`src/rtl/tcm_pkg.sv`:
```
`default_nettype none

package tcm_pkg;

   localparam int SampleWidth   = 12;
   localparam int PressWidth    = SampleWidth + 1;
   localparam int InsetWidth    = 11;
   localparam int BoundsWidth   = 2 * SampleWidth;
   localparam int OpWidth       = SampleWidth + 1;
   localparam int ProdWidth     = 2 * OpWidth;
   localparam int MagWidth      = 2 * SampleWidth;
   localparam int SumWidth      = MagWidth + 2;
   localparam int CountWidth    = $clog2(MagWidth);
   localparam int PointCount    = 4;
   localparam int JobCount      = 4;
   localparam int JobIdxWidth   = $clog2(JobCount);

   localparam int RegCount      = 7;
   localparam int AddrWidth     = $clog2(RegCount * 4);
   localparam int RegIdxWidth   = AddrWidth - 2;
   localparam int DataWidth     = 32;

   localparam int FullScale     = 4095;
   localparam int MinPressure   = 100;
   localparam int Thirds        = 3;
   localparam int ThirdMin      = (FullScale + Thirds - 1) / Thirds;
   localparam int ThirdMax      = (2 * FullScale + Thirds - 1) / Thirds;

   localparam logic [SampleWidth-1:0] UnsetPoint = 12'h7FF;

   localparam logic [SampleWidth-1:0] PanelWidthReset  = 12'd320;
   localparam logic [SampleWidth-1:0] PanelHeightReset = 12'd240;
   localparam logic [InsetWidth-1:0]  AlignInsetReset  = 11'd20;
   localparam logic [BoundsWidth-1:0] BoundsReset      = 24'hFFF000;

   localparam int PtXMin = 0;
   localparam int PtXMax = 1;
   localparam int PtYMin = 2;
   localparam int PtYMax = 3;

   localparam int InvXBit = 0;
   localparam int InvYBit = 1;

   typedef enum logic [RegIdxWidth-1:0] {
      REG_ROTATION,
      REG_INVERT_MODE,
      REG_PANEL_WIDTH,
      REG_PANEL_HEIGHT,
      REG_ALIGN_INSET,
      REG_X_BOUNDS,
      REG_Y_BOUNDS
   } reg_index_type;

   typedef enum logic [1:0] {
      ROT_0,
      ROT_90,
      ROT_180,
      ROT_270
   } rotation_type;

   typedef enum logic [1:0] {
      KIND_READ,
      KIND_ALIGN,
      KIND_START
   } kind_type;

   typedef struct packed {
      rotation_type             rotation;
      logic [1:0]               invert_mode;
      logic [SampleWidth-1:0]   panel_width;
      logic [SampleWidth-1:0]   panel_height;
      logic [InsetWidth-1:0]    align_inset;
      logic [BoundsWidth-1:0]   x_bounds;
      logic [BoundsWidth-1:0]   y_bounds;
      logic                     load_x;
      logic                     load_y;
   } cfg_type;

   typedef struct packed {
      logic signed [OpWidth-1:0] mul_a;
      logic signed [OpWidth-1:0] mul_b;
      logic signed [OpWidth-1:0] divisor;
      logic [SampleWidth-1:0]    offset;
   } job_type;

   typedef struct packed {
      logic    start;
      job_type job;
   } op_type;

   typedef struct packed {
      logic                   done;
      logic [SampleWidth-1:0] value;
   } res_type;

endpackage

`default_nettype wire

```
`src/rtl/tcm_if.sv`:
```
`default_nettype none

interface tcm_req_if;
   import tcm_pkg::*;

   logic                   valid;
   logic                   ready;
   logic [1:0]             kind;
   logic [SampleWidth-1:0] z1_sample;
   logic [SampleWidth-1:0] z2_sample;
   logic [SampleWidth-1:0] x_sample;
   logic [SampleWidth-1:0] y_sample;

   modport source (output valid, kind, z1_sample, z2_sample, x_sample, y_sample,
                   input ready);
   modport sink (input valid, kind, z1_sample, z2_sample, x_sample, y_sample,
                 output ready);
endinterface

interface tcm_rsp_if;
   import tcm_pkg::*;

   logic                   valid;
   logic                   ready;
   logic [SampleWidth-1:0] screen_x;
   logic [SampleWidth-1:0] screen_y;
   logic [PressWidth-1:0]  pressure;
   logic                   touch_valid;
   logic                   align_ready;

   modport source (output valid, screen_x, screen_y, pressure, touch_valid, align_ready,
                   input ready);
   modport sink (input valid, screen_x, screen_y, pressure, touch_valid, align_ready,
                 output ready);
endinterface

`default_nettype wire

```
`src/rtl/tcm_csr.sv`:
```
`default_nettype none

module tcm_csr (
   input  logic                            clock,
   input  logic                            reset,
   input  logic                            psel,
   input  logic                            penable,
   input  logic                            pwrite,
   input  logic [tcm_pkg::AddrWidth-1:0]   paddr,
   input  logic [tcm_pkg::DataWidth-1:0]   pwdata,
   output logic [tcm_pkg::DataWidth-1:0]   prdata,
   output logic                            pready,
   output tcm_pkg::cfg_type                cfg
);
   import tcm_pkg::*;

   cfg_type       cfg_ff;
   cfg_type       cfg_in;
   reg_index_type reg_idx;
   logic          write_strobe;

   assign reg_idx      = reg_index_type'(paddr[AddrWidth-1:2]);
   assign write_strobe = psel && penable && pwrite;
   assign pready       = 1'b1;
   assign cfg          = cfg_ff;

   always_comb begin
      cfg_in        = cfg_ff;
      cfg_in.load_x = 1'b0;
      cfg_in.load_y = 1'b0;
      if (write_strobe) begin
         case (reg_idx)
            REG_ROTATION:     cfg_in.rotation     = rotation_type'(pwdata[1:0]);
            REG_INVERT_MODE:  cfg_in.invert_mode  = pwdata[1:0];
            REG_PANEL_WIDTH:  cfg_in.panel_width  = pwdata[SampleWidth-1:0];
            REG_PANEL_HEIGHT: cfg_in.panel_height = pwdata[SampleWidth-1:0];
            REG_ALIGN_INSET:  cfg_in.align_inset  = pwdata[InsetWidth-1:0];
            REG_X_BOUNDS: begin
               cfg_in.x_bounds = pwdata[BoundsWidth-1:0];
               cfg_in.load_x   = 1'b1;
            end
            REG_Y_BOUNDS: begin
               cfg_in.y_bounds = pwdata[BoundsWidth-1:0];
               cfg_in.load_y   = 1'b1;
            end
            default: ;
         endcase
      end
   end

   always_comb begin
      case (reg_idx)
         REG_ROTATION:     prdata = DataWidth'(cfg_ff.rotation);
         REG_INVERT_MODE:  prdata = DataWidth'(cfg_ff.invert_mode);
         REG_PANEL_WIDTH:  prdata = DataWidth'(cfg_ff.panel_width);
         REG_PANEL_HEIGHT: prdata = DataWidth'(cfg_ff.panel_height);
         REG_ALIGN_INSET:  prdata = DataWidth'(cfg_ff.align_inset);
         REG_X_BOUNDS:     prdata = DataWidth'(cfg_ff.x_bounds);
         REG_Y_BOUNDS:     prdata = DataWidth'(cfg_ff.y_bounds);
         default:          prdata = '0;
      endcase
   end

   always_ff @(posedge clock) begin
      if (reset) begin
         cfg_ff.rotation     <= ROT_0;
         cfg_ff.invert_mode  <= 2'b00;
         cfg_ff.panel_width  <= PanelWidthReset;
         cfg_ff.panel_height <= PanelHeightReset;
         cfg_ff.align_inset  <= AlignInsetReset;
         cfg_ff.x_bounds     <= BoundsReset;
         cfg_ff.y_bounds     <= BoundsReset;
         cfg_ff.load_x       <= 1'b0;
         cfg_ff.load_y       <= 1'b0;
      end else begin
         cfg_ff <= cfg_in;
      end
   end

endmodule

`default_nettype wire

```
`src/rtl/tcm_arith.sv`:
```
`default_nettype none

module tcm_arith (
   input  logic             clock,
   input  logic             reset,
   input  tcm_pkg::op_type  op,
   output tcm_pkg::res_type res
);
   import tcm_pkg::*;

   typedef enum logic [2:0] {
      A_IDLE,
      A_MUL,
      A_ABS,
      A_DIV,
      A_FIX
   } state_type;

   state_type                     state_ff, state_in;
   job_type                       job_ff, job_in;
   logic signed [ProdWidth-1:0]   prod_ff, prod_in;
   logic [MagWidth-1:0]           quo_ff, quo_in;
   logic [SampleWidth-1:0]        rem_ff, rem_in;
   logic [SampleWidth-1:0]        den_ff, den_in;
   logic                          neg_ff, neg_in;
   logic [CountWidth-1:0]         count_ff, count_in;
   logic                          done_ff, done_in;
   logic [SampleWidth-1:0]        value_ff, value_in;

   logic signed [ProdWidth-1:0]   prod_abs;
   logic signed [OpWidth-1:0]     den_abs;
   logic [SampleWidth:0]          trial;
   logic [SampleWidth:0]          diff;
   logic signed [SumWidth-1:0]    offset_ext;
   logic signed [SumWidth-1:0]    quo_ext;
   logic signed [SumWidth-1:0]    sum;

   assign res.done  = done_ff;
   assign res.value = value_ff;

   always_comb begin
      state_in = state_ff;
      job_in   = job_ff;
      prod_in  = prod_ff;
      quo_in   = quo_ff;
      rem_in   = rem_ff;
      den_in   = den_ff;
      neg_in   = neg_ff;
      count_in = count_ff;
      done_in  = 1'b0;
      value_in = value_ff;

      prod_abs   = prod_ff[ProdWidth-1] ? -prod_ff : prod_ff;
      den_abs    = job_ff.divisor[OpWidth-1] ? -job_ff.divisor : job_ff.divisor;
      trial      = {rem_ff, quo_ff[MagWidth-1]};
      diff       = trial - {1'b0, den_ff};
      offset_ext = $signed({{(SumWidth-SampleWidth){1'b0}}, job_ff.offset});
      quo_ext    = $signed({{(SumWidth-MagWidth){1'b0}}, quo_ff});
      sum        = neg_ff ? offset_ext - quo_ext : offset_ext + quo_ext;

      case (state_ff)
         A_IDLE: begin
            if (op.start) begin
               job_in   = op.job;
               state_in = A_MUL;
            end
         end
         A_MUL: begin
            prod_in  = job_ff.mul_a * job_ff.mul_b;
            state_in = A_ABS;
         end
         A_ABS: begin
            quo_in   = prod_abs[MagWidth-1:0];
            den_in   = den_abs[SampleWidth-1:0];
            neg_in   = prod_ff[ProdWidth-1] ^ job_ff.divisor[OpWidth-1];
            rem_in   = '0;
            count_in = CountWidth'(MagWidth - 1);
            if (job_ff.divisor == '0) begin
               value_in = job_ff.offset;
               done_in  = 1'b1;
               state_in = A_IDLE;
            end else begin
               state_in = A_DIV;
            end
         end
         A_DIV: begin
            if (trial >= {1'b0, den_ff}) begin
               rem_in = diff[SampleWidth-1:0];
               quo_in = {quo_ff[MagWidth-2:0], 1'b1};
            end else begin
               rem_in = trial[SampleWidth-1:0];
               quo_in = {quo_ff[MagWidth-2:0], 1'b0};
            end
            if (count_ff == '0) begin
               state_in = A_FIX;
            end else begin
               count_in = count_ff - 1'b1;
            end
         end
         A_FIX: begin
            if (sum < 0) begin
               value_in = '0;
            end else if (sum > $signed(SumWidth'(FullScale))) begin
               value_in = '1;
            end else begin
               value_in = sum[SampleWidth-1:0];
            end
            done_in  = 1'b1;
            state_in = A_IDLE;
         end
         default: state_in = A_IDLE;
      endcase
   end

   always_ff @(posedge clock) begin
      if (reset) begin
         state_ff <= A_IDLE;
         done_ff  <= 1'b0;
      end else begin
         state_ff <= state_in;
         done_ff  <= done_in;
      end
      job_ff   <= job_in;
      prod_ff  <= prod_in;
      quo_ff   <= quo_in;
      rem_ff   <= rem_in;
      den_ff   <= den_in;
      neg_ff   <= neg_in;
      count_ff <= count_in;
      value_ff <= value_in;
   end

endmodule

`default_nettype wire

```
`src/rtl/tcm_seq.sv`:
```
`default_nettype none

module tcm_seq (
   input  logic             clock,
   input  logic             reset,
   input  tcm_pkg::cfg_type cfg,
   tcm_req_if.sink          req_if,
   tcm_rsp_if.source        rsp_if,
   output tcm_pkg::op_type  op,
   input  tcm_pkg::res_type res
);
   import tcm_pkg::*;

   typedef enum logic [2:0] {
      S_IDLE,
      S_RECORD,
      S_PLAN,
      S_ISSUE,
      S_WAIT,
      S_FINISH
   } state_type;

   state_type                state_ff, state_in;
   kind_type                 kind_ff, kind_in;
   logic [SampleWidth-1:0]   rx_ff, rx_in;
   logic [SampleWidth-1:0]   ry_ff, ry_in;
   logic [PressWidth-1:0]    press_ff, press_in;
   logic                     touch_ff, touch_in;
   logic [SampleWidth-1:0]   sx_ff, sx_in;
   logic [SampleWidth-1:0]   sy_ff, sy_in;
   logic [JobCount-1:0]      mask_ff, mask_in;
   logic [JobIdxWidth-1:0]   idx_ff, idx_in;
   logic [SampleWidth-1:0]   bound_ff [PointCount];
   logic [SampleWidth-1:0]   bound_in [PointCount];
   logic [SampleWidth-1:0]   point_ff [PointCount];
   logic [SampleWidth-1:0]   point_in [PointCount];
   logic                     out_valid_ff, out_valid_in;
   logic [SampleWidth-1:0]   out_x_ff, out_x_in;
   logic [SampleWidth-1:0]   out_y_ff, out_y_in;
   logic [PressWidth-1:0]    out_press_ff, out_press_in;
   logic                     out_touch_ff, out_touch_in;
   logic                     out_align_ff, out_align_in;

   logic                     rot_odd;
   logic [SampleWidth-1:0]   cols;
   logic [SampleWidth-1:0]   rows;
   logic [SampleWidth-1:0]   xi;
   logic [SampleWidth-1:0]   yi;
   logic [SampleWidth-1:0]   rx_calc;
   logic [SampleWidth-1:0]   ry_calc;
   logic [PressWidth-1:0]    press_calc;
   kind_type                 req_kind;
   logic                     x_known;
   logic                     y_known;
   logic                     x_update;
   logic                     y_update;
   logic                     use_y;
   logic [SampleWidth-1:0]   v_sel;
   logic [SampleWidth-1:0]   lo_sel;
   logic [SampleWidth-1:0]   hi_sel;
   logic [SampleWidth-1:0]   span_sel;

   assign rot_odd = (cfg.rotation == ROT_90) || (cfg.rotation == ROT_270);
   assign cols    = rot_odd ? cfg.panel_height : cfg.panel_width;
   assign rows    = rot_odd ? cfg.panel_width : cfg.panel_height;

   assign req_kind   = kind_type'(req_if.kind);
   assign xi         = cfg.invert_mode[InvXBit] ? ~req_if.x_sample : req_if.x_sample;
   assign yi         = cfg.invert_mode[InvYBit] ? ~req_if.y_sample : req_if.y_sample;
   assign press_calc = {1'b0, req_if.z1_sample} + {1'b0, ~req_if.z2_sample};

   always_comb begin
      case (cfg.rotation)
         ROT_0: begin
            rx_calc = yi;
            ry_calc = ~xi;
         end
         ROT_90: begin
            rx_calc = ~xi;
            ry_calc = ~yi;
         end
         ROT_180: begin
            rx_calc = ~yi;
            ry_calc = xi;
         end
         default: begin
            rx_calc = xi;
            ry_calc = yi;
         end
      endcase
   end

   assign x_known = (point_ff[PtXMin] != UnsetPoint) && (point_ff[PtXMax] != UnsetPoint);
   assign y_known = (point_ff[PtYMin] != UnsetPoint) && (point_ff[PtYMax] != UnsetPoint);

   // An axis whose sample falls in the center third leaves its bounds alone.
   assign x_update = x_known && ((rx_ff < SampleWidth'(ThirdMin)) ||
                                 (rx_ff >= SampleWidth'(ThirdMax)));
   assign y_update = y_known && ((ry_ff < SampleWidth'(ThirdMin)) ||
                                 (ry_ff >= SampleWidth'(ThirdMax)));

   assign req_if.ready       = (state_ff == S_IDLE);
   assign rsp_if.valid       = out_valid_ff;
   assign rsp_if.screen_x    = out_x_ff;
   assign rsp_if.screen_y    = out_y_ff;
   assign rsp_if.pressure    = out_press_ff;
   assign rsp_if.touch_valid = out_touch_ff;
   assign rsp_if.align_ready = out_align_ff;

   // Read items use the low index bit to pick the axis, alignment items the high bit.
   always_comb begin
      use_y    = (kind_ff == KIND_READ) ? idx_ff[0] : idx_ff[1];
      v_sel    = use_y ? ry_ff : rx_ff;
      span_sel = use_y ? rows : cols;
      if (kind_ff == KIND_READ) begin
         lo_sel = use_y ? bound_ff[PtYMin] : bound_ff[PtXMin];
         hi_sel = use_y ? bound_ff[PtYMax] : bound_ff[PtXMax];
      end else begin
         lo_sel = use_y ? point_ff[PtYMin] : point_ff[PtXMin];
         hi_sel = use_y ? point_ff[PtYMax] : point_ff[PtXMax];
      end

      op.start = (state_ff == S_ISSUE) && mask_ff[idx_ff];
      if (kind_ff == KIND_READ) begin
         op.job.mul_a   = $signed({1'b0, v_sel}) - $signed({1'b0, lo_sel});
         op.job.mul_b   = $signed({1'b0, span_sel});
         op.job.divisor = $signed({1'b0, hi_sel}) - $signed({1'b0, lo_sel});
         op.job.offset  = '0;
      end else begin
         if (idx_ff[0]) begin
            op.job.mul_a = $signed({1'b0, span_sel}) - $signed({2'b00, cfg.align_inset});
         end else begin
            op.job.mul_a = -$signed({2'b00, cfg.align_inset});
         end
         op.job.mul_b   = $signed({1'b0, hi_sel}) - $signed({1'b0, lo_sel});
         op.job.divisor = $signed({1'b0, span_sel}) - $signed({1'b0, cfg.align_inset, 1'b0});
         op.job.offset  = lo_sel;
      end
   end

   always_comb begin
      state_in     = state_ff;
      kind_in      = kind_ff;
      rx_in        = rx_ff;
      ry_in        = ry_ff;
      press_in     = press_ff;
      touch_in     = touch_ff;
      sx_in        = sx_ff;
      sy_in        = sy_ff;
      mask_in      = mask_ff;
      idx_in       = idx_ff;
      bound_in     = bound_ff;
      point_in     = point_ff;
      out_valid_in = out_valid_ff;
      out_x_in     = out_x_ff;
      out_y_in     = out_y_ff;
      out_press_in = out_press_ff;
      out_touch_in = out_touch_ff;
      out_align_in = out_align_ff;

      if (rsp_if.ready) begin
         out_valid_in = 1'b0;
      end

      case (state_ff)
         S_IDLE: begin
            if (req_if.valid) begin
               kind_in = req_kind;
               rx_in   = rx_calc;
               ry_in   = ry_calc;
               sx_in   = '0;
               sy_in   = '0;
               if (req_kind == KIND_READ || req_kind == KIND_ALIGN) begin
                  press_in = press_calc;
                  touch_in = (press_calc >= PressWidth'(MinPressure));
               end else begin
                  press_in = '0;
                  touch_in = 1'b0;
               end
               state_in = S_RECORD;
            end
         end
         S_RECORD: begin
            case (kind_ff)
               KIND_ALIGN: begin
                  if (touch_ff) begin
                     if (rx_ff < SampleWidth'(ThirdMin)) begin
                        point_in[PtXMin] = rx_ff;
                     end else if (rx_ff >= SampleWidth'(ThirdMax)) begin
                        point_in[PtXMax] = rx_ff;
                     end
                     if (ry_ff < SampleWidth'(ThirdMin)) begin
                        point_in[PtYMin] = ry_ff;
                     end else if (ry_ff >= SampleWidth'(ThirdMax)) begin
                        point_in[PtYMax] = ry_ff;
                     end
                  end
               end
               KIND_START: begin
                  for (int i = 0; i < PointCount; i++) begin
                     point_in[i] = UnsetPoint;
                  end
               end
               default: ;
            endcase
            state_in = S_PLAN;
         end
         S_PLAN: begin
            case (kind_ff)
               KIND_READ:  mask_in = 4'b0011;
               KIND_ALIGN: mask_in = touch_ff ? {y_update, y_update, x_update, x_update}
                                              : 4'b0000;
               default:    mask_in = 4'b0000;
            endcase
            idx_in   = '0;
            state_in = S_ISSUE;
         end
         S_ISSUE: begin
            if (mask_ff[idx_ff]) begin
               state_in = S_WAIT;
            end else if (idx_ff == JobIdxWidth'(JobCount - 1)) begin
               state_in = S_FINISH;
            end else begin
               idx_in = idx_ff + 1'b1;
            end
         end
         S_WAIT: begin
            if (res.done) begin
               if (kind_ff == KIND_READ) begin
                  if (idx_ff[0]) begin
                     sy_in = res.value;
                  end else begin
                     sx_in = res.value;
                  end
               end else begin
                  for (int i = 0; i < PointCount; i++) begin
                     if (idx_ff == JobIdxWidth'(i)) begin
                        bound_in[i] = res.value;
                     end
                  end
               end
               if (idx_ff == JobIdxWidth'(JobCount - 1)) begin
                  state_in = S_FINISH;
               end else begin
                  idx_in   = idx_ff + 1'b1;
                  state_in = S_ISSUE;
               end
            end
         end
         S_FINISH: begin
            if (!out_valid_ff || rsp_if.ready) begin
               out_valid_in = 1'b1;
               out_x_in     = sx_ff;
               out_y_in     = sy_ff;
               out_press_in = press_ff;
               out_touch_in = touch_ff;
               out_align_in = x_known && y_known;
               state_in     = S_IDLE;
            end
         end
         default: state_in = S_IDLE;
      endcase

      if (cfg.load_x) begin
         bound_in[PtXMin] = cfg.x_bounds[SampleWidth-1:0];
         bound_in[PtXMax] = cfg.x_bounds[BoundsWidth-1:SampleWidth];
      end
      if (cfg.load_y) begin
         bound_in[PtYMin] = cfg.y_bounds[SampleWidth-1:0];
         bound_in[PtYMax] = cfg.y_bounds[BoundsWidth-1:SampleWidth];
      end
   end

   always_ff @(posedge clock) begin
      if (reset) begin
         state_ff     <= S_IDLE;
         out_valid_ff <= 1'b0;
         bound_ff[PtXMin] <= BoundsReset[SampleWidth-1:0];
         bound_ff[PtXMax] <= BoundsReset[BoundsWidth-1:SampleWidth];
         bound_ff[PtYMin] <= BoundsReset[SampleWidth-1:0];
         bound_ff[PtYMax] <= BoundsReset[BoundsWidth-1:SampleWidth];
         for (int i = 0; i < PointCount; i++) begin
            point_ff[i] <= UnsetPoint;
         end
      end else begin
         state_ff     <= state_in;
         out_valid_ff <= out_valid_in;
         bound_ff     <= bound_in;
         point_ff     <= point_in;
      end
      kind_ff      <= kind_in;
      rx_ff        <= rx_in;
      ry_ff        <= ry_in;
      press_ff     <= press_in;
      touch_ff     <= touch_in;
      sx_ff        <= sx_in;
      sy_ff        <= sy_in;
      mask_ff      <= mask_in;
      idx_ff       <= idx_in;
      out_x_ff     <= out_x_in;
      out_y_ff     <= out_y_in;
      out_press_ff <= out_press_in;
      out_touch_ff <= out_touch_in;
      out_align_ff <= out_align_in;
   end

endmodule

`default_nettype wire

```
`src/rtl/touch_coordinate_mapper.sv`:
```
// Resistive touch sample mapper: every transfer on the request channel carries one set of
// Z1, Z2, X and Y conversions and yields exactly one transfer on the response channel, in
// order. The block works on one item at a time and drops req ready until that item's result
// sits in the output register; a finished result may wait there while the next item is taken.
// All scaling goes through one shared multiply and restoring-divide unit that produces one
// quotient bit per cycle over 24 bits. A read item takes two scalings, an alignment touch up
// to four when both axes recompute their bounds, and other items none. Registers are to be
// written through the APB port only while the block is idle; the block itself does not enforce
// this. Writing x_bounds or y_bounds reloads the working bounds of that axis.
`default_nettype none

module touch_coordinate_mapper (
   input  logic                          clock,
   input  logic                          reset,
   tcm_req_if.sink                       req_if,
   tcm_rsp_if.source                     rsp_if,
   input  logic                          psel,
   input  logic                          penable,
   input  logic                          pwrite,
   input  logic [tcm_pkg::AddrWidth-1:0] paddr,
   input  logic [tcm_pkg::DataWidth-1:0] pwdata,
   output logic [tcm_pkg::DataWidth-1:0] prdata,
   output logic                          pready
);
   import tcm_pkg::*;

   cfg_type cfg;
   op_type  op;
   res_type res;

   tcm_csr u_csr (
      .clock   (clock),
      .reset   (reset),
      .psel    (psel),
      .penable (penable),
      .pwrite  (pwrite),
      .paddr   (paddr),
      .pwdata  (pwdata),
      .prdata  (prdata),
      .pready  (pready),
      .cfg     (cfg)
   );

   tcm_arith u_arith (
      .clock (clock),
      .reset (reset),
      .op    (op),
      .res   (res)
   );

   tcm_seq u_seq (
      .clock  (clock),
      .reset  (reset),
      .cfg    (cfg),
      .req_if (req_if),
      .rsp_if (rsp_if),
      .op     (op),
      .res    (res)
   );

endmodule

`default_nettype wire

```
`src/flat_wrapper.sv`:
```
// flat-port wrapper written by rule: the top's interface ports become plain ports
module touch_coordinate_mapper_flat import tcm_pkg::*;
  (clock, reset, psel, penable, pwrite, paddr, pwdata, prdata, pready, req_if_valid, req_if_kind, req_if_z1_sample, req_if_z2_sample, req_if_x_sample, req_if_y_sample, req_if_ready, rsp_if_valid, rsp_if_screen_x, rsp_if_screen_y, rsp_if_pressure, rsp_if_touch_valid, rsp_if_align_ready, rsp_if_ready);
  tcm_req_if req_if_i ();
  tcm_rsp_if rsp_if_i ();
  input  logic clock;
  input  logic reset;
  input  logic psel;
  input  logic penable;
  input  logic pwrite;
  input  logic [tcm_pkg::AddrWidth-1:0] paddr;
  input  logic [tcm_pkg::DataWidth-1:0] pwdata;
  output logic [tcm_pkg::DataWidth-1:0] prdata;
  output logic pready;
  input wire logic [$bits(req_if_i.valid)-1:0] req_if_valid;
  input wire logic [$bits(req_if_i.kind)-1:0] req_if_kind;
  input wire logic [$bits(req_if_i.z1_sample)-1:0] req_if_z1_sample;
  input wire logic [$bits(req_if_i.z2_sample)-1:0] req_if_z2_sample;
  input wire logic [$bits(req_if_i.x_sample)-1:0] req_if_x_sample;
  input wire logic [$bits(req_if_i.y_sample)-1:0] req_if_y_sample;
  output wire logic [$bits(req_if_i.ready)-1:0] req_if_ready;
  output wire logic [$bits(rsp_if_i.valid)-1:0] rsp_if_valid;
  output wire logic [$bits(rsp_if_i.screen_x)-1:0] rsp_if_screen_x;
  output wire logic [$bits(rsp_if_i.screen_y)-1:0] rsp_if_screen_y;
  output wire logic [$bits(rsp_if_i.pressure)-1:0] rsp_if_pressure;
  output wire logic [$bits(rsp_if_i.touch_valid)-1:0] rsp_if_touch_valid;
  output wire logic [$bits(rsp_if_i.align_ready)-1:0] rsp_if_align_ready;
  input wire logic [$bits(rsp_if_i.ready)-1:0] rsp_if_ready;
  assign req_if_i.valid = req_if_valid;
  assign req_if_i.kind = req_if_kind;
  assign req_if_i.z1_sample = req_if_z1_sample;
  assign req_if_i.z2_sample = req_if_z2_sample;
  assign req_if_i.x_sample = req_if_x_sample;
  assign req_if_i.y_sample = req_if_y_sample;
  assign req_if_ready = req_if_i.ready;
  assign rsp_if_valid = rsp_if_i.valid;
  assign rsp_if_screen_x = rsp_if_i.screen_x;
  assign rsp_if_screen_y = rsp_if_i.screen_y;
  assign rsp_if_pressure = rsp_if_i.pressure;
  assign rsp_if_touch_valid = rsp_if_i.touch_valid;
  assign rsp_if_align_ready = rsp_if_i.align_ready;
  assign rsp_if_i.ready = rsp_if_ready;
  touch_coordinate_mapper u_core (.clock(clock), .reset(reset), .req_if(req_if_i), .rsp_if(rsp_if_i), .psel(psel), .penable(penable), .pwrite(pwrite), .paddr(paddr), .pwdata(pwdata), .prdata(prdata), .pready(pready));
endmodule
```
`config.mk`:
```
export PLATFORM = sky130hd
export DESIGN_NAME = touch_coordinate_mapper_flat
export DESIGN_NICKNAME = d
export VERILOG_FILES = /design/src/rtl/tcm_pkg.sv /design/src/rtl/tcm_if.sv /design/src/rtl/tcm_csr.sv /design/src/rtl/tcm_arith.sv /design/src/rtl/tcm_seq.sv /design/src/rtl/touch_coordinate_mapper.sv /design/src/flat_wrapper.sv
export SDC_FILE = /design/constraint.sdc
export NUM_CORES = 2
export LEC_CHECK = 0
export ABC_CLOCK_PERIOD_IN_PS = 9300
export BUFFER_PORTS_ARGS = -buffer_cell sky130_fd_sc_hd__buf_4
export CELL_PAD_IN_SITES_DETAIL_PLACEMENT = 2
export CELL_PAD_IN_SITES_GLOBAL_PLACEMENT = 2
export CORE_ASPECT_RATIO = 0.5
export CORE_MARGIN = 2
export CORE_UTILIZATION = 43
export CTS_CLUSTER_SIZE = 40
export DETAILED_ROUTE_END_ITERATION = 6
export HOLD_SLACK_MARGIN = 0.1
export PLACE_DENSITY = 0.86
export SYNTH_ARGS = -nofsm -noshare
export SYNTH_HDL_FRONTEND = slang
export SYNTH_SLANG_ARGS = --single-unit
```
`constraint.sdc`:
```
create_clock -name clock -period 9.3 [get_ports clock]
set_input_delay 0.465 -clock clock [delete_from_list [all_inputs] [get_ports clock]]
set_output_delay 0.465 -clock clock [all_outputs]
set_load 0.1 [all_outputs]
```
Word level (Yosys, flattened, before mapping)
Cells that the tools add are included.

Register bits: 445. Output and inout port bits: 74. Logic and storage cells: 271.

$add $sub $neg: 13. Multipliers: 1. $lt $le $gt $ge: 9. Eq/ne operators: 49. Multiplexer cells: 83. Bitwise gates (word level): 7. Reductions and logical operators: 62.

Operators with widths (number): 2-to-1 mux 12 bit (34); 2-to-1 mux 48 bit (4); one-hot mux 24 bit (7 select lines) (1); one-hot mux 12 bit (2 select lines) (4); one-hot mux 48 bit (2 select lines) (1); 2-to-1 mux 24 bit (3); one-hot mux 12 bit (3 select lines) (2); NOT 12 bit (5); 2-to-1 mux 51 bit (1); != test 12 x 11 -> 1 bit, second input constant (4); one-hot mux 24 bit (2 select lines) (1); subtractor 12 x 12 -> 13 bit (3); != test 2 bit, second input constant (16); AND reduction 4 bit (7); > comparator 26 x 13 -> 1 bit, second input constant (1); < comparator 26 x 1 -> 1 bit, second input constant (1); multiplier 13 x 13 -> 26 bit (1); 2-to-1 mux 26 bit (1); AND reduction 2 bit (13); adder 12 x 24 -> 25 bit (1); subtractor 12 x 24 -> 25 bit (1); greater-or-equal comparator 12 bit, second input constant (2); < comparator 12 x 11 -> 1 bit, second input constant (2); 2-to-1 mux 3 bit (8); other kinds (44) (107).

Logic depth before layout (Yosys ltp)
Word-level depth: 7. Mapped depth: 24.

Cells and area by module
Synthesis repeated with hierarchy kept, for this count alone.

Cell total of the unflattened synthesis: 3253. Area total of the unflattened synthesis: 31410.1 µm².

By module, submodules not included: tcm_arith (instances 1, cells an instance 1436, area each 14398.8 µm², seq. area each 4344.2 µm²); tcm_seq (instances 1, cells an instance 1343, area each 12792.3 µm², seq. area each 5215.0 µm²); tcm_csr (instances 1, cells an instance 474, area each 4219.0 µm², seq. area each 1781.7 µm²).

Worst setup path before layout
Ideal clock, no wire load.

Path kind: reg2reg. Start: register u_core.u_arith.job_ff[27] (netlist name). End: register u_core.u_arith.prod_ff[25], data pin. Setup time: 0.260 ns. Data arrival time: 5.658 ns. Required time: 9.040 ns. Path slack: 3.382 ns. Stages on the path, launching flop included: 23. Path through: edfxtp_1 -> clkbuf_1 -> and2_1 -> fa_1 -> inv_1 -> fa_1 -> inv_1 -> fa_1 -> inv_1 -> fa_1 -> fa_1 -> inv_1 -> ha_1 -> ha_1 -> o21a_1 -> o31a_1 -> o41ai_1 -> o21ai_1 -> o41ai_2 -> a31oi_1 -> a211o_1 -> a21oi_1 -> xnor2_1.

Word-level cells in the longest chain between the ends: 1.

RTL lines: from (decl) (RTL line tcm_arith.sv:20) `job_type job_ff, job_in;`; from (signal assigned) (RTL line tcm_arith.sv:123) `job_ff <= job_in;`; multiplier 13 x 13 -> 26 bit (RTL line tcm_arith.sv:69) `prod_in = job_ff.mul_a * job_ff.mul_b;`; to (signal assigned) (RTL line tcm_arith.sv:124) `prod_ff <= prod_in;`; to (decl) (RTL line tcm_arith.sv:21) `logic signed [ProdWidth-1:0] prod_ff, prod_in;`.

Every way passes these cells. A chain may end at the register's enable or synchronous reset.

Final worst setup path
Start: register u_core.u_arith.job_ff[43] (netlist name). End: register u_core.u_arith.prod_ff[25], data pin.

The elaborated chain is that of the path after synthesis.

==> flow_metrics.tcl <==
set metrics [dict create \
    result_of_the_run "complete, no violations" \
    synth-edff-count 249 \
    vias_in_the_first_global_route 29930 \
    post-cts-setup-buffers 0 \
    dieArea_sq_um 74400 \
    crit_path_end "u_core.u_arith.prod_ff[25]" \
    synth_top_area_cell "sky130_fd_sc_hd__edfxtp_1" \
    boundaryPins 168 \
    drt-initial-drc-count 2204 \
    powerDensity_nw_per_um2 328 \
    netlist_top_cells_area "sky130_fd_sc_hd__edfxtp_1, sky130_fd_sc_hd__dfxtp_1, sky130_fd_sc_hd__fa_1, sky130_fd_sc_hd__ha_1, sky130_fd_sc_hd__nand2_1" \
    slew_viol_final 0 \
    vias 26694 \
    power.leakage_nw 14.1 \
    global_route.usage.total_pct 34.7 \
    drtPass1Iterations 6 \
    numPortBuffers 148 \
    min_period_over_period_pct 76.7 \
    async_set_or_reset_flop_fraction_in_the_synthesized_netlist_pct 0 \
    finalClockSkew_ns 0.0289 \
    ant_nets 0 \
    hold-worst-slack_ns 0.121 \
    post-route-util_pct 48.3 \
    cp-startpoint "u_core.u_arith.job_ff[43]" \
    critical_path_class "flop to flop" \
    routed_via_density 6.12 \
    yosys_warnings 0 \
    worst_setup_hold_path_clk_slew_ns 0.07 \
    post-synth-top-area-fraction_pct 24.1 \
    max_clk_rate_mhz 140 \
    post_synthesis_register_bit_count 442 \
    endpoint_kind "flop" \
    crit_fanout 13 \
    wire_length_of_the_first_global_routing_pass_um 196000 \
    rr_startpoint "u_core.u_arith.job_ff[43]" \
    grt_overflow 0 \
    final.fill_count 7440 \
    ctsLongestPathBuffers 3 \
    syn_inst 3308 \
    timing_hold_violations_final 0 \
    die_h_um 194 \
    post_detailed_routing_wire_length_um 130000 \
    timing_worst_slew_pin_value_ns 1.37 \
    synthesized_area_sq_um 31000 \
    timing.rr.end "u_core.u_arith.prod_ff[25]" \
    finalSetupViolCount 0 \
    hold_class "input port to flop" \
    critical_path_required_ns 9.66 \
    multi_input_area_sq_um 18000 \
    clk_latency_ns 0.63 \
    die-width_um 384 \
    cts_tree "yes" \
    ys_types 83 \
    count_of_cells_along_the_worst_register_to_register_path 21 \
    grt_antenna_before_repair 8 \
    synth-seq-area-share_pct 36.6 \
    place.gp.congestion 0.860 \
    critPathArrivalTime_ns 7.49 \
    finalNetCount 3793 \
    clock_tree.root_cell "sky130_fd_sc_hd__clkbuf_16" \
    ys.flop_type "sky130_fd_sc_hd__edfxtp_1" \
    clock_tree.htree_level_count 2 \
    number_of_remaining_drc_errors 0 \
    max_cap_violations 0 \
    flow.area_growth_from_synthesis_pct 11.0 \
    drive_above_1_share_pct 9.29 \
    rsz_0062_raised_after_global_routing "no" \
    tritoncts.num_buffers 45 \
    cts_sinks 442 \
    drt-wirelength-per-cell_um 29.8 \
    timing.setup.tns_ns 0 \
    layout.area.seq_sq_um 11300 \
    kind_of_start_point_of_the_critical_path "flop" \
    maxSlewHeadroom_pct 8.47 \
    place.detailed.hpwl_um 88800 \
    period_needed_ns 7.13 \
    core_area_sq_um 71200 \
    synth.avg_cell_area_sq_um 9.38 \
    vdd_ir_drop_max_uv 378 \
    floorplan.initialDensity_pct 43.6 \
    num_rows 69 \
    regToRegSetupSlack_ns 2.17 \
    grt_start_max_net_pins 129 \
]
==> what timing repair did <==
action / CTS / global route
gates resized for setup: 0 / 0
hold buffers: 13 / 0
endpoints found under the hold margin: 22 / 0
==> cells in the final DEF (no fill, tap or decap), types with 17 or more instances in the layout <==
| master | n |
|---|---|
| sky130_fd_sc_hd__nand4_1 | 17 |
| sky130_fd_sc_hd__o21a_1 | 28 |
| sky130_fd_sc_hd__nand3b_1 | 32 |
| sky130_fd_sc_hd__and3_1 | 21 |
| sky130_fd_sc_hd__clkbuf_16 | 47 |
| sky130_fd_sc_hd__a211o_1 | 28 |
| sky130_fd_sc_hd__a211oi_1 | 26 |
| sky130_fd_sc_hd__and2_1 | 100 |
| sky130_fd_sc_hd__nor4_1 | 34 |
| sky130_fd_sc_hd__mux2_2 | 29 |
| sky130_fd_sc_hd__xor2_1 | 74 |
| sky130_fd_sc_hd__nor2b_1 | 50 |
| sky130_fd_sc_hd__o31ai_1 | 20 |
| sky130_fd_sc_hd__o21ai_0 | 140 |
| sky130_fd_sc_hd__inv_1 | 263 |
| sky130_fd_sc_hd__fa_1 | 170 |
| sky130_fd_sc_hd__a21o_1 | 30 |
| sky130_fd_sc_hd__edfxtp_1 | 249 |
| sky130_fd_sc_hd__nor2_1 | 291 |
| sky130_fd_sc_hd__xnor2_1 | 101 |
| sky130_fd_sc_hd__ha_1 | 164 |
| sky130_fd_sc_hd__dfxtp_1 | 193 |
| sky130_fd_sc_hd__nand2b_1 | 59 |
| sky130_fd_sc_hd__nor3_1 | 37 |
| sky130_fd_sc_hd__buf_4 | 175 |
| sky130_fd_sc_hd__mux2i_1 | 127 |
| sky130_fd_sc_hd__nand3_1 | 36 |
| sky130_fd_sc_hd__nand2_1 | 391 |
| sky130_fd_sc_hd__a21oi_1 | 216 |
==> cell usage after synthesis (all sizes together) (5+ instances only) <==
library cell and number:
a2111oi 5, a211o 28, a211oi 27, a21boi 9, a21o 30, a21oi 226
a221o 9, a22o 10, a22oi 14, a311oi 6, a31oi 12, and2 101
and3 22, buf 40, clkbuf 146, dfxtp 193, edfxtp 249, fa 170
ha 164, inv 264, mux2 29, mux2i 128, nand2 392, nand2b 59
nand3 38, nand3b 32, nand4 17, nand4b 7, nor2 293, nor2b 53
nor3 39, nor3b 6, nor4 38, o211ai 5, o21a 28, o21ai 146
o21bai 6, o311ai 5, o31ai 20, o41ai 9, or2 7, or3 13
xnor2 101, xor2 74
==> cell families after synthesis <==
kind of cell	synth area share (%)
multiplexers	5.18
AND/OR/NAND/NOR	17.3
buffers and inverters	5.69
flip-flops	36.6
adder cells (fa/ha/maj)	17.6
AO/OA/AOI/OAI	12.8
other	0.0242
XOR/XNOR	4.94
==> power by group <==
| part | internal, W | switching [W] |
|---|---|---|
| registers | 0.00256 | 0.000230 |
| logic | 0.00250 | 0.00407 |
| clock network | 0.000995 | 0.000941 |
| total | 0.00605 | 0.00524 |
==> worst min path at each step <==
stage                                      end  depth (start not counted)                      from
3_3_place_gp   u_core.u_seq.rsp_if.pressure[7]                          0  u_core.u_seq.press_ff[7]
4_1_cts                   u_core.u_csr.cfg[52]                          2                 pwdata[2]
2_1_floorplan  u_core.u_seq.rsp_if.pressure[0]                          0  u_core.u_seq.press_ff[0]
3_5_place_dp   u_core.u_seq.rsp_if.pressure[0]                          0  u_core.u_seq.press_ff[0]
5_1_grt                   u_core.u_csr.cfg[55]                          3                 pwdata[5]
6_report                  u_core.u_csr.cfg[37]                          3                pwdata[11]
==> per-stage QoR <==
step	worst slack, ns	area (sq um)	instances	power (W)
after floorplan	3.38	31000	3315	0.00701
after global placement	2.70	32900	4263	0.00828
after detailed placement	2.39	32900	4263	0.00904
after CTS	2.21	34400	4359	0.0112
after global routing	1.94	34400	4359	0.0119
final	2.17	34400	4363	0.0113
==> critical path: stages, from the launching register on <==
cell and delay (ns):
sky130_fd_sc_hd__edfxtp_1 0.68, sky130_fd_sc_hd__and2_1 0.33, sky130_fd_sc_hd__fa_1 0.54, sky130_fd_sc_hd__inv_1 0.06, sky130_fd_sc_hd__fa_1 0.54, sky130_fd_sc_hd__inv_1 0.08, sky130_fd_sc_hd__fa_1 0.50, sky130_fd_sc_hd__inv_1 0.05
sky130_fd_sc_hd__fa_1 0.47, sky130_fd_sc_hd__fa_1 0.56, sky130_fd_sc_hd__inv_1 0.07, sky130_fd_sc_hd__ha_1 0.32, sky130_fd_sc_hd__ha_1 0.37, sky130_fd_sc_hd__o21a_1 0.21, sky130_fd_sc_hd__o31a_1 0.15, sky130_fd_sc_hd__o41ai_1 0.28
sky130_fd_sc_hd__o21ai_1 0.20, sky130_fd_sc_hd__o41ai_2 0.48, sky130_fd_sc_hd__a31oi_1 0.34, sky130_fd_sc_hd__a211o_1 0.35, sky130_fd_sc_hd__a21oi_1 0.18, sky130_fd_sc_hd__xnor2_1 0.09
==> layout make-up <==
type                            instances  share of cell area [%]
Multi-Input combinational cell       2421                    52.2
Sequential cell                       442                    32.9
Timing Repair Buffer                  189                    4.23
Clock buffer                           65                    3.81
Tap cell                              958                    3.48
Inverter                              266                    2.90
Clock inverter                         18                   0.371
Antenna cell                            4                  0.0291
==> state kept, by name (all words and copies together) (netlist names), 13 cells and up <==
| signal | cells |
|---|---|
| u_core.u_csr.cfg | 89 |
| u_core.u_arith.prod_ff | 25 |
| u_core.u_seq.point_ff | 48 |
| u_core.u_seq.press_ff | 13 |
| u_core.u_arith.job_ff | 51 |
| u_core.u_seq.bound_ff | 48 |
| u_core.u_arith.quo_ff | 24 |
| u_core.u_seq.rsp_if.pressure | 13 |
==> layer usage <==
metal / wire, um / global-route usage (%) / vias up
met2: 64100 / 59.6 / 1064
met3: 8480 / 6.80 / 363
met4: 6020 / 15.3 / 4
met1: 51300 / 42.2 / 13864
met5: 47 / 0 / -
li1: - / - / 11399
(Power assumes the default switching activity.)
